--- src/design/mgsqr_pkg.sv ---
`timescale 1ns / 1ps
// Shared types, constants and arithmetic helpers for the MGS QR unit.
// No dependencies.
package mgsqr_pkg;

   localparam int MAX_ROWS = 16;
   localparam int MAX_COLS = 16;
   localparam int IDX_W    = 4;
   localparam int CNT_W    = 5;
   localparam int ADDR_W   = 8;
   localparam int DATA_W   = 32;
   localparam int DEPTH    = 256;

   typedef enum logic [1:0] {
      ACT_WRITE  = 2'd0,
      ACT_START  = 2'd1,
      ACT_READ_Q = 2'd2,
      ACT_READ_R = 2'd3
   } action_type;

   typedef enum logic [1:0] {
      ST_OK        = 2'd0,
      ST_ZERO_NORM = 2'd1,
      ST_BAD_INDEX = 2'd2
   } status_type;

   typedef struct packed {
      logic [ADDR_W-1:0] addr_a;
      logic [ADDR_W-1:0] addr_b;
      logic              q_we;
      logic [ADDR_W-1:0] q_waddr;
      logic [DATA_W-1:0] q_wdata;
      logic              r_we;
      logic [ADDR_W-1:0] r_waddr;
      logic [DATA_W-1:0] r_wdata;
   } mem_req_type;

   typedef struct packed {
      logic busy;
      logic done;
      logic zero_norm;
      logic saturated;
   } eng_status_type;

   typedef struct packed {
      logic              hit;
      logic [DATA_W-1:0] val;
   } sat32_type;

   typedef struct packed {
      logic        hit;
      logic [63:0] val;
   } sat64_type;

   // Q32.32 to Q16.16, round to nearest, ties up
   function automatic logic signed [63:0] round16(input logic signed [63:0] x);
      logic signed [48:0] r;
      r = $signed({x[63], x[63:16]}) + $signed({48'd0, x[15]});
      return 64'(r);
   endfunction

   function automatic sat32_type sat32(input logic signed [63:0] v);
      sat32_type s;
      if (v > 64'sh000000007FFFFFFF) begin
         s.hit = 1'b1;
         s.val = 32'h7FFFFFFF;
      end else if (v < 64'shFFFFFFFF80000000) begin
         s.hit = 1'b1;
         s.val = 32'h80000000;
      end else begin
         s.hit = 1'b0;
         s.val = v[31:0];
      end
      return s;
   endfunction

   function automatic sat64_type sat_add64(input logic signed [63:0] a,
                                           input logic signed [63:0] b);
      sat64_type   s;
      logic [63:0] sum;
      sum = a + b;
      if (!a[63] && !b[63] && sum[63]) begin
         s.hit = 1'b1;
         s.val = 64'h7FFFFFFFFFFFFFFF;
      end else if (a[63] && b[63] && !sum[63]) begin
         s.hit = 1'b1;
         s.val = 64'h8000000000000000;
      end else begin
         s.hit = 1'b0;
         s.val = sum;
      end
      return s;
   endfunction

endpackage

--- src/design/mgsqr_sqrt.sv ---
`timescale 1ns / 1ps
// Iterative 64-bit integer square root, two radicand bits per cycle, rounded.
// Depends on mgsqr_pkg.
module mgsqr_sqrt
   import mgsqr_pkg::*;
(
   input  logic        clock,
   input  logic        reset,
   input  logic        go,
   input  logic [63:0] radicand,
   output logic        done,
   output logic [32:0] root
);

   logic        busy_ff;
   logic        done_ff;
   logic [4:0]  cnt_ff;
   logic [63:0] n_ff;
   logic [63:0] res_ff;
   logic [63:0] bit_ff;
   logic [63:0] trial;

   assign trial = res_ff + bit_ff;

   always_ff @(posedge clock) begin
      if (reset) begin
         busy_ff <= 1'b0;
         done_ff <= 1'b0;
      end else begin
         done_ff <= 1'b0;
         if (go) begin
            busy_ff <= 1'b1;
            cnt_ff  <= '0;
            n_ff    <= radicand;
            res_ff  <= '0;
            bit_ff  <= 64'h4000000000000000;
         end else if (busy_ff) begin
            if (n_ff >= trial) begin
               n_ff   <= n_ff - trial;
               res_ff <= (res_ff >> 1) + bit_ff;
            end else begin
               res_ff <= res_ff >> 1;
            end
            bit_ff <= bit_ff >> 2;
            cnt_ff <= cnt_ff + 5'd1;
            if (cnt_ff == 5'd31) begin
               busy_ff <= 1'b0;
               done_ff <= 1'b1;
            end
         end
      end
   end

   assign done = done_ff;
   assign root = res_ff[32:0] + {32'd0, (n_ff > res_ff)};

endmodule

--- src/design/mgsqr_div.sv ---
`timescale 1ns / 1ps
// Restoring divider, 48-bit numerator by 31-bit divisor, one bit per cycle.
// Depends on mgsqr_pkg.
module mgsqr_div
   import mgsqr_pkg::*;
(
   input  logic        clock,
   input  logic        reset,
   input  logic        go,
   input  logic [47:0] numer,
   input  logic [30:0] denom,
   output logic        done,
   output logic [47:0] quot
);

   logic        busy_ff;
   logic        done_ff;
   logic [5:0]  cnt_ff;
   logic [47:0] num_ff;
   logic [31:0] rem_ff;
   logic [30:0] den_ff;
   logic [31:0] rem_sh;

   assign rem_sh = {rem_ff[30:0], num_ff[47]};

   always_ff @(posedge clock) begin
      if (reset) begin
         busy_ff <= 1'b0;
         done_ff <= 1'b0;
      end else begin
         done_ff <= 1'b0;
         if (go) begin
            busy_ff <= 1'b1;
            cnt_ff  <= '0;
            num_ff  <= numer;
            rem_ff  <= '0;
            den_ff  <= denom;
         end else if (busy_ff) begin
            if (rem_sh >= {1'b0, den_ff}) begin
               rem_ff <= rem_sh - {1'b0, den_ff};
               num_ff <= {num_ff[46:0], 1'b1};
            end else begin
               rem_ff <= rem_sh;
               num_ff <= {num_ff[46:0], 1'b0};
            end
            cnt_ff <= cnt_ff + 6'd1;
            if (cnt_ff == 6'd47) begin
               busy_ff <= 1'b0;
               done_ff <= 1'b1;
            end
         end
      end
   end

   assign done = done_ff;
   assign quot = num_ff;

endmodule

--- src/design/mgsqr_engine.sv ---
`timescale 1ns / 1ps
// Factorization sequencer: dot, update and norm passes over the matrix RAM,
// then root and divide. Depends on mgsqr_pkg, mgsqr_sqrt, mgsqr_div.
module mgsqr_engine
   import mgsqr_pkg::*;
(
   input  logic              clock,
   input  logic              reset,
   input  logic              go,
   input  logic [CNT_W-1:0]  rows_used,
   input  logic [CNT_W-1:0]  cols_used,
   input  logic [DATA_W-1:0] rdata_a,
   input  logic [DATA_W-1:0] rdata_b,
   output mem_req_type       mem,
   output eng_status_type    stat
);

   typedef enum logic [3:0] {
      S_IDLE, S_DOT, S_UPD, S_NORM, S_DRAIN, S_RIJ, S_SQRT, S_SQRT_WAIT,
      S_DIAG, S_ZERO, S_DIV_RD, S_DIV_LD, S_DIV_WAIT, S_NEXT, S_DONE
   } state_type;

   typedef enum logic [1:0] {
      MODE_DOT, MODE_UPD, MODE_NORM
   } mode_type;

   state_type         state_ff;
   mode_type          mode_ff;
   logic [IDX_W-1:0]  i_ff, j_ff, k_ff, k1_ff, k2_ff;
   logic              v1_ff, v2_ff;
   logic signed [63:0] prod_ff;
   logic [DATA_W-1:0] b2_ff;
   logic [63:0]       acc_ff;
   logic [DATA_W-1:0] rij_ff;
   logic [DATA_W-1:0] diag_ff;
   logic              sign_ff;
   logic              zero_ff, sat_ff;

   logic              issue, k_last;
   logic signed [31:0] opx, opy;
   logic signed [63:0] prod;
   sat64_type         acc_add;
   sat32_type         upd_sat, rij_sat, diag_sat, q_sat;
   logic [31:0]       mag;
   logic [47:0]       numer;
   logic [47:0]       quot;
   logic [32:0]       root;
   logic              sqrt_done, div_done;
   logic [63:0]       qv;

   assign issue  = (state_ff == S_DOT) || (state_ff == S_UPD) || (state_ff == S_NORM);
   assign k_last = ({1'b0, k_ff} == rows_used - 5'd1);

   assign opx  = (mode_ff == MODE_NORM) ? rdata_b : rdata_a;
   assign opy  = (mode_ff == MODE_UPD) ? rij_ff : rdata_b;
   assign prod = 64'(opx) * 64'(opy);

   assign acc_add = sat_add64(acc_ff, prod_ff);
   assign upd_sat = sat32(64'($signed(b2_ff)) - round16(prod_ff));
   assign rij_sat = sat32(round16(acc_ff));
   assign diag_sat.hit = (root > 33'h07FFFFFFF);
   assign diag_sat.val = diag_sat.hit ? 32'h7FFFFFFF : root[31:0];

   assign mag   = rdata_b[31] ? (~rdata_b + 32'd1) : rdata_b;
   assign numer = {mag, 16'd0} + {18'd0, diag_ff[30:1]};
   assign qv    = sign_ff ? (64'd0 - {16'd0, quot}) : {16'd0, quot};
   assign q_sat = sat32(qv);

   mgsqr_sqrt u_sqrt (
      .clock    (clock),
      .reset    (reset),
      .go       (state_ff == S_SQRT),
      .radicand (acc_ff),
      .done     (sqrt_done),
      .root     (root)
   );

   mgsqr_div u_div (
      .clock (clock),
      .reset (reset),
      .go    (state_ff == S_DIV_LD),
      .numer (numer),
      .denom (diag_ff[30:0]),
      .done  (div_done),
      .quot  (quot)
   );

   always_comb begin
      mem.addr_a  = {k_ff, (mode_ff == MODE_NORM) ? j_ff : i_ff};
      mem.addr_b  = {k_ff, j_ff};
      mem.q_we    = 1'b0;
      mem.q_waddr = {k_ff, j_ff};
      mem.q_wdata = '0;
      mem.r_we    = 1'b0;
      mem.r_waddr = {i_ff, j_ff};
      mem.r_wdata = rij_sat.val;
      if (v2_ff && mode_ff == MODE_UPD) begin
         mem.q_we    = 1'b1;
         mem.q_waddr = {k2_ff, j_ff};
         mem.q_wdata = upd_sat.val;
      end else if (state_ff == S_ZERO) begin
         mem.q_we = 1'b1;
      end else if (state_ff == S_DIV_WAIT && div_done) begin
         mem.q_we    = 1'b1;
         mem.q_wdata = q_sat.val;
      end
      if (state_ff == S_RIJ) begin
         mem.r_we = 1'b1;
      end else if (state_ff == S_DIAG) begin
         mem.r_we    = 1'b1;
         mem.r_waddr = {j_ff, j_ff};
         mem.r_wdata = diag_ff;
      end
   end

   always_ff @(posedge clock) begin
      if (reset) begin
         state_ff <= S_IDLE;
         v1_ff    <= 1'b0;
         v2_ff    <= 1'b0;
         zero_ff  <= 1'b0;
         sat_ff   <= 1'b0;
      end else begin
         v1_ff   <= issue;
         k1_ff   <= k_ff;
         v2_ff   <= v1_ff;
         k2_ff   <= k1_ff;
         prod_ff <= prod;
         b2_ff   <= rdata_b;
         if (v2_ff) begin
            if (mode_ff == MODE_UPD) begin
               sat_ff <= sat_ff | upd_sat.hit;
            end else begin
               acc_ff <= acc_add.val;
               sat_ff <= sat_ff | acc_add.hit;
            end
         end
         unique case (state_ff)
            S_IDLE: begin
               if (go) begin
                  zero_ff  <= 1'b0;
                  sat_ff   <= 1'b0;
                  i_ff     <= '0;
                  j_ff     <= '0;
                  k_ff     <= '0;
                  acc_ff   <= '0;
                  mode_ff  <= MODE_NORM;
                  state_ff <= S_NORM;
               end
            end
            S_DOT, S_UPD, S_NORM: begin
               if (k_last) begin
                  k_ff     <= '0;
                  state_ff <= S_DRAIN;
               end else begin
                  k_ff <= k_ff + 4'd1;
               end
            end
            S_DRAIN: begin
               if (!v1_ff && !v2_ff) begin
                  unique case (mode_ff)
                     MODE_DOT: state_ff <= S_RIJ;
                     MODE_UPD: begin
                        acc_ff <= '0;
                        if (i_ff + 4'd1 < j_ff) begin
                           i_ff     <= i_ff + 4'd1;
                           mode_ff  <= MODE_DOT;
                           state_ff <= S_DOT;
                        end else begin
                           mode_ff  <= MODE_NORM;
                           state_ff <= S_NORM;
                        end
                     end
                     default: state_ff <= S_SQRT;
                  endcase
               end
            end
            S_RIJ: begin
               rij_ff   <= rij_sat.val;
               sat_ff   <= sat_ff | rij_sat.hit;
               mode_ff  <= MODE_UPD;
               state_ff <= S_UPD;
            end
            S_SQRT: state_ff <= S_SQRT_WAIT;
            S_SQRT_WAIT: begin
               if (sqrt_done) begin
                  diag_ff  <= diag_sat.val;
                  sat_ff   <= sat_ff | diag_sat.hit;
                  state_ff <= S_DIAG;
               end
            end
            S_DIAG: begin
               k_ff <= '0;
               if (diag_ff == '0) begin
                  zero_ff  <= 1'b1;
                  state_ff <= S_ZERO;
               end else begin
                  state_ff <= S_DIV_RD;
               end
            end
            S_ZERO: begin
               if (k_last) begin
                  state_ff <= S_NEXT;
               end else begin
                  k_ff <= k_ff + 4'd1;
               end
            end
            S_DIV_RD: state_ff <= S_DIV_LD;
            S_DIV_LD: begin
               sign_ff  <= rdata_b[31];
               state_ff <= S_DIV_WAIT;
            end
            S_DIV_WAIT: begin
               if (div_done) begin
                  sat_ff <= sat_ff | q_sat.hit;
                  if (k_last) begin
                     state_ff <= S_NEXT;
                  end else begin
                     k_ff     <= k_ff + 4'd1;
                     state_ff <= S_DIV_RD;
                  end
               end
            end
            S_NEXT: begin
               k_ff <= '0;
               if ({1'b0, j_ff} == cols_used - 5'd1) begin
                  state_ff <= S_DONE;
               end else begin
                  j_ff     <= j_ff + 4'd1;
                  i_ff     <= '0;
                  acc_ff   <= '0;
                  mode_ff  <= MODE_DOT;
                  state_ff <= S_DOT;
               end
            end
            S_DONE: state_ff <= S_IDLE;
            default: state_ff <= S_IDLE;
         endcase
      end
   end

   assign stat.busy      = (state_ff != S_IDLE);
   assign stat.done      = (state_ff == S_DONE);
   assign stat.zero_norm = zero_ff;
   assign stat.saturated = sat_ff;

endmodule

--- config.mk ---
export PLATFORM = sky130hd
export DESIGN_NAME = mgsqr_engine
export DESIGN_NICKNAME = d
export VERILOG_FILES = /design/src/design/mgsqr_pkg.sv /design/src/design/mgsqr_sqrt.sv /design/src/design/mgsqr_div.sv /design/src/design/mgsqr_engine.sv
export SDC_FILE = /design/constraint.sdc
export NUM_CORES = 2
export LEC_CHECK = 0
export ABC_CLOCK_PERIOD_IN_PS = 10550
export BUFFER_PORTS_ARGS = -buffer_cell sky130_fd_sc_hd__buf_2
export CAP_MARGIN = 20
export CORE_MARGIN = 2
export CORE_UTILIZATION = 60
export CTS_BUF_LIST = sky130_fd_sc_hd__clkbuf_8
export DETAILED_ROUTE_END_ITERATION = 8
export PLACE_DENSITY = 0.89
export SLEW_MARGIN = 10
export SYNTH_ARGS = -nofsm -noshare
export SYNTH_HDL_FRONTEND = slang
export SYNTH_SLANG_ARGS = --single-unit
--- constraint.sdc ---
create_clock -name clock -period 10.55 [get_ports clock]
set_input_delay 0.5275 -clock clock [delete_from_list [all_inputs] [get_ports clock]]
set_output_delay 0.5275 -clock clock [all_outputs]
set_load 0.02 [all_outputs]
==> results by stage <==
Yosys:
- The number of unique standard cell types used by synthesis is 95.
- Counting every net in the synthesized netlist gives 10.8k.
- For this run, the register share of the synthesized area comes to 0.199.
- The most numerous cell in the Yosys netlist is sky130_fd_sc_hd__inv_1.
- After synthesis, the cell types taking the most area are sky130_fd_sc_hd__fa_1 27%, sky130_fd_sc_hd__edfxtp_1 20%, sky130_fd_sc_hd__ha_1 9.3%.
- Of the post-synthesis cell area, the dominant cell type holds 0.270.
- The primary flip-flop cell chosen by synthesis mapping is sky130_fd_sc_hd__edfxtp_1.
- The per-instance average area after synthesis is 8.93 um2.
- In this run, synthesis inferred 528 flip-flops with an integrated enable.
- Summing every instance area after synthesis gives 80900 um2.
- The synthesized instance count is 9058.
- The Yosys step of the flow raised 0 warnings.
- The cell type with the largest total area after synthesis is sky130_fd_sc_hd__fa_1.
- By count the netlist is led by 1268 x sky130_fd_sc_hd__inv_1, 1089 x sky130_fd_sc_hd__fa_1, 1064 x sky130_fd_sc_hd__nand2_1, 995 x sky130_fd_sc_hd__nor2_1, 599 x sky130_fd_sc_hd__ha_1.
- Counting flops and latches in the post-synthesis netlist gives 540.
- Of all flip-flops after synthesis, the portion carrying an async set or reset was 0.

GRT:
- The number of antenna violations at the first check in global routing came to 27.
- The layer flagged by global routing as most heavily used is met2.
- Entering global routing, the biggest net connects 79 pins.
- The number of global-route vias before repair is 70.7k.
- In the global route stage, overall resource usage came out at 0.419.
- For met3 alone, demand over resource in global routing was 0.141.
- The fraction of met1 tracks used by global routing is 0.535.
- Global routing finished with a remaining overflow of 0.
- The first global-routing pass estimated 432 mm of wire.
- In the global route stage, met2 resource usage came out at 0.627.

Final layout:
- The layout net count is 10.9k.
- From synthesis to final layout, the design area changed by 6.67%.
- In the final layout, the share of cells above drive strength 1 is 0.0758.

Setup path:
- The number of buffers and inverters on the critical path is 4.
- By startpoint and endpoint, the worst setup path is classified as flip-flop to flip-flop.
- Along the worst path, the maximum fanout reaches 49.
- The largest individual stage delay along the critical path comes from the cell sky130_fd_sc_hd__fa_1.
- The largest single stage delay on the critical path is 0.60 ns.
- The origin of the critical flop-to-flop path is mode_ff[1]$_DFFE_PP_.
- At the worst endpoint, the required time is 11.05 ns.
- The dominant delay contributor by cell family on the critical path is adder cells.
- The worst setup path is captured at a flip-flop.
- STA classifies the critical path startpoint as a flip-flop.
- The launching element of the worst setup path is mode_ff[1]$_DFFE_PP_.
- For the worst setup path, the data arrival time is 10.82 ns.
- Setup slack on the worst reg-to-reg path comes out at 0.23 ns.
- The most used cell along the critical path is sky130_fd_sc_hd__fa_1.
- The endpoint of the worst-slack reg-to-reg timing path is prod_ff[61]$_DFFE_PN_.
- Counting cells, the worst reg-to-reg path comes to 28.

STA:
- The number of hold violations in the final report was 0.
- Setup repair after global routing left no endpoint under its margin.
- The fmax is 96.9 MHz.
- The final-report max-slew violation count is 0.
- The final period utilization is 0.978.
- The post-layout minimum cycle time is 10.32 ns.
- Clock skew on the completed layout was measured at 0.0852 ns.
- Setup violations remaining at the end of the flow were counted as 0.
- The normalized max-slew margin is 0.228.
- The final sum of negative setup slack is 0 ns.
- At the pin with the least slew margin, the transition time is 1.15 ns.

Floorplanning:
- The die area is 138000 um2.
- After floorplanning, the core was divided into 134 placement rows.
- The region available for standard cell placement spans 134000 um2.
- 179 I/O pins were placed.
- The die is 371 um tall.
- The die boundary width is 371 um.
- The effective utilization at floorplan is 0.605.

Routing:
- After detailed routing, the number of remaining DRC violations is 0.
- The routed layout has 70.4k vias.
- The first detailed-routing pass took 6 iterations.
- The number of DRC markers in iteration 0 is 8423.
- Dividing the detail-routed via count by the number of cells gives 6.40.
- After detailed routing, the average wire length per cell comes to 26.2 um.
- The number of nets with antenna violations after routing is 0.
- The routed design has 288 mm of wire.

Clocking:
- TritonCTS built the clock tree.
- The CTS sink count is 540.
- The H-tree depth is 3.
- The post-CTS clock slew at the launch and capture registers of the worst setup and hold paths is 0.07 ns.
- The clock reaches the later pin of the worst-skew pair after 0.83 ns.
- The clock passes through at most 3 buffers.
- The cell sitting at the root of the clock tree is a sky130_fd_sc_hd__clkbuf_8.
- Buffers inserted during clock tree synthesis total 92.
- The post-cts hold buffer count is 0.

Run:
- The max capacitance violation total is 0.

Placed design:
- Port buffering added 178 buffers.
- The routability congestion estimate is 1.09.
- The placed wire-length estimate after detailed placement is 232 mm.

Worst hold path:
- The worst hold path begins at go.
- The worst hold path was traced through 4 stages.
- The worst hold-check path type is primary input to flip-flop.
- The worst hold path terminates at zero_ff$_SDFFE_PP0P_.

Run status:
- The run finished with clean final reports.
worst min-delay path, delay by kind of cell:
family	cells	cell delay, ns
AOI/OAI and AO/OA	1	0.05
and+or+nand+nor	2	0.18
buffers and inverters	1	0.14
placed cells by master, fill, tap and decap left out, drive strengths merged, types with 38 or more instances in the layout:
cell type and instances:
ha 599, inv 1301, edfxtp 528, nor3 89, clkbuf 96, nor2 995, and3 71, nand2 1066
a21oi 474, nand4 88, o21a 48, nand3 145, and2 74, xnor2 329, a211o 38, mux2i 92
a31oi 88, xor2 198, buf 403, o21ai 382, nor4 52, nand2b 77, fa 1089, nor2b 78
a211oi 65, o21bai 59, a21o 191, mux2 77
worst max-delay path by stage:
stage	slack, ns	depth (start not counted)	end
floorplan	0.63	33	prod_ff[61]$_DFFE_PN_
CTS	0.37	28	prod_ff[61]$_DFFE_PN_
finish	0.23	28	prod_ff[61]$_DFFE_PN_
global placement	0.66	26	prod_ff[61]$_DFFE_PN_
global route	0.05	28	prod_ff[61]$_DFFE_PN_
detailed placement	0.46	28	prod_ff[61]$_DFFE_PN_
flip-flops by register name, summed over array words and instances (netlist names), 31 cells and up:
signal,flops
u_div.den_ff,31
u_sqrt.n_ff,64
diag_ff,32
u_div.quot,48
u_div.rem_ff,31
u_sqrt.bit_ff,32
prod_ff,64
acc_ff,64
u_sqrt.res_ff,64
rij_ff,32
b2_ff,32
stage by stage:
stage | util | setup slack, ns | instances | instance area, um2 | hold slack, ns
3_5_place_dp | 0.631 | 0.461 | 10800 | 84300 | 0.407
6_report | 0.646 | 0.234 | 11000 | 86300 | 0.113
5_1_grt | 0.645 | 0.0512 | 11000 | 86200 | 0.127
3_3_place_gp | 0.631 | 0.665 | 10800 | 84300 | 0.401
4_1_cts | 0.645 | 0.372 | 11000 | 86200 | 0.0588
2_1_floorplan | - | 0.633 | 9058 | 80900 | 0.400
cells by family after synthesis:
kind of cell             share of synthesized area
AND/OR/NAND/NOR                              0.157
adder cells (fa/ha/maj)                      0.362
buffers and inverters                       0.0790
AO/OA/AOI/OAI                                0.124
flip-flops                                   0.199
XOR/XNOR                                    0.0571
multiplexers                                0.0221
other                                    0.0000464
repair_timing:
action                     4_1_cts  5_1_grt
setup buffers                    0        3
setup endpoints to repair        0        1
resized for setup                0        2
metal layers:
metal / part of all wire / wire (um)
met1: 0.37 / 105000
met2: 0.43 / 123000
met3: 0.14 / 39700
met4: 0.068 / 19500
met5: 0.00051 / 148
cell type report:
type	instances	area, um2
Inverter	1271	4780
Fill cell	10900	47400
Timing Repair Buffer	403	2680
Clock buffer	96	1320
Antenna cell	14	35.0
Tap cell	1768	2210
Multi-Input combinational cell	6840	58600
Clock inverter	71	557
Sequential cell	540	16100
Power is not shown: default switching activity piles up to over one toggle a cycle in this logic, so the estimate is an artifact.
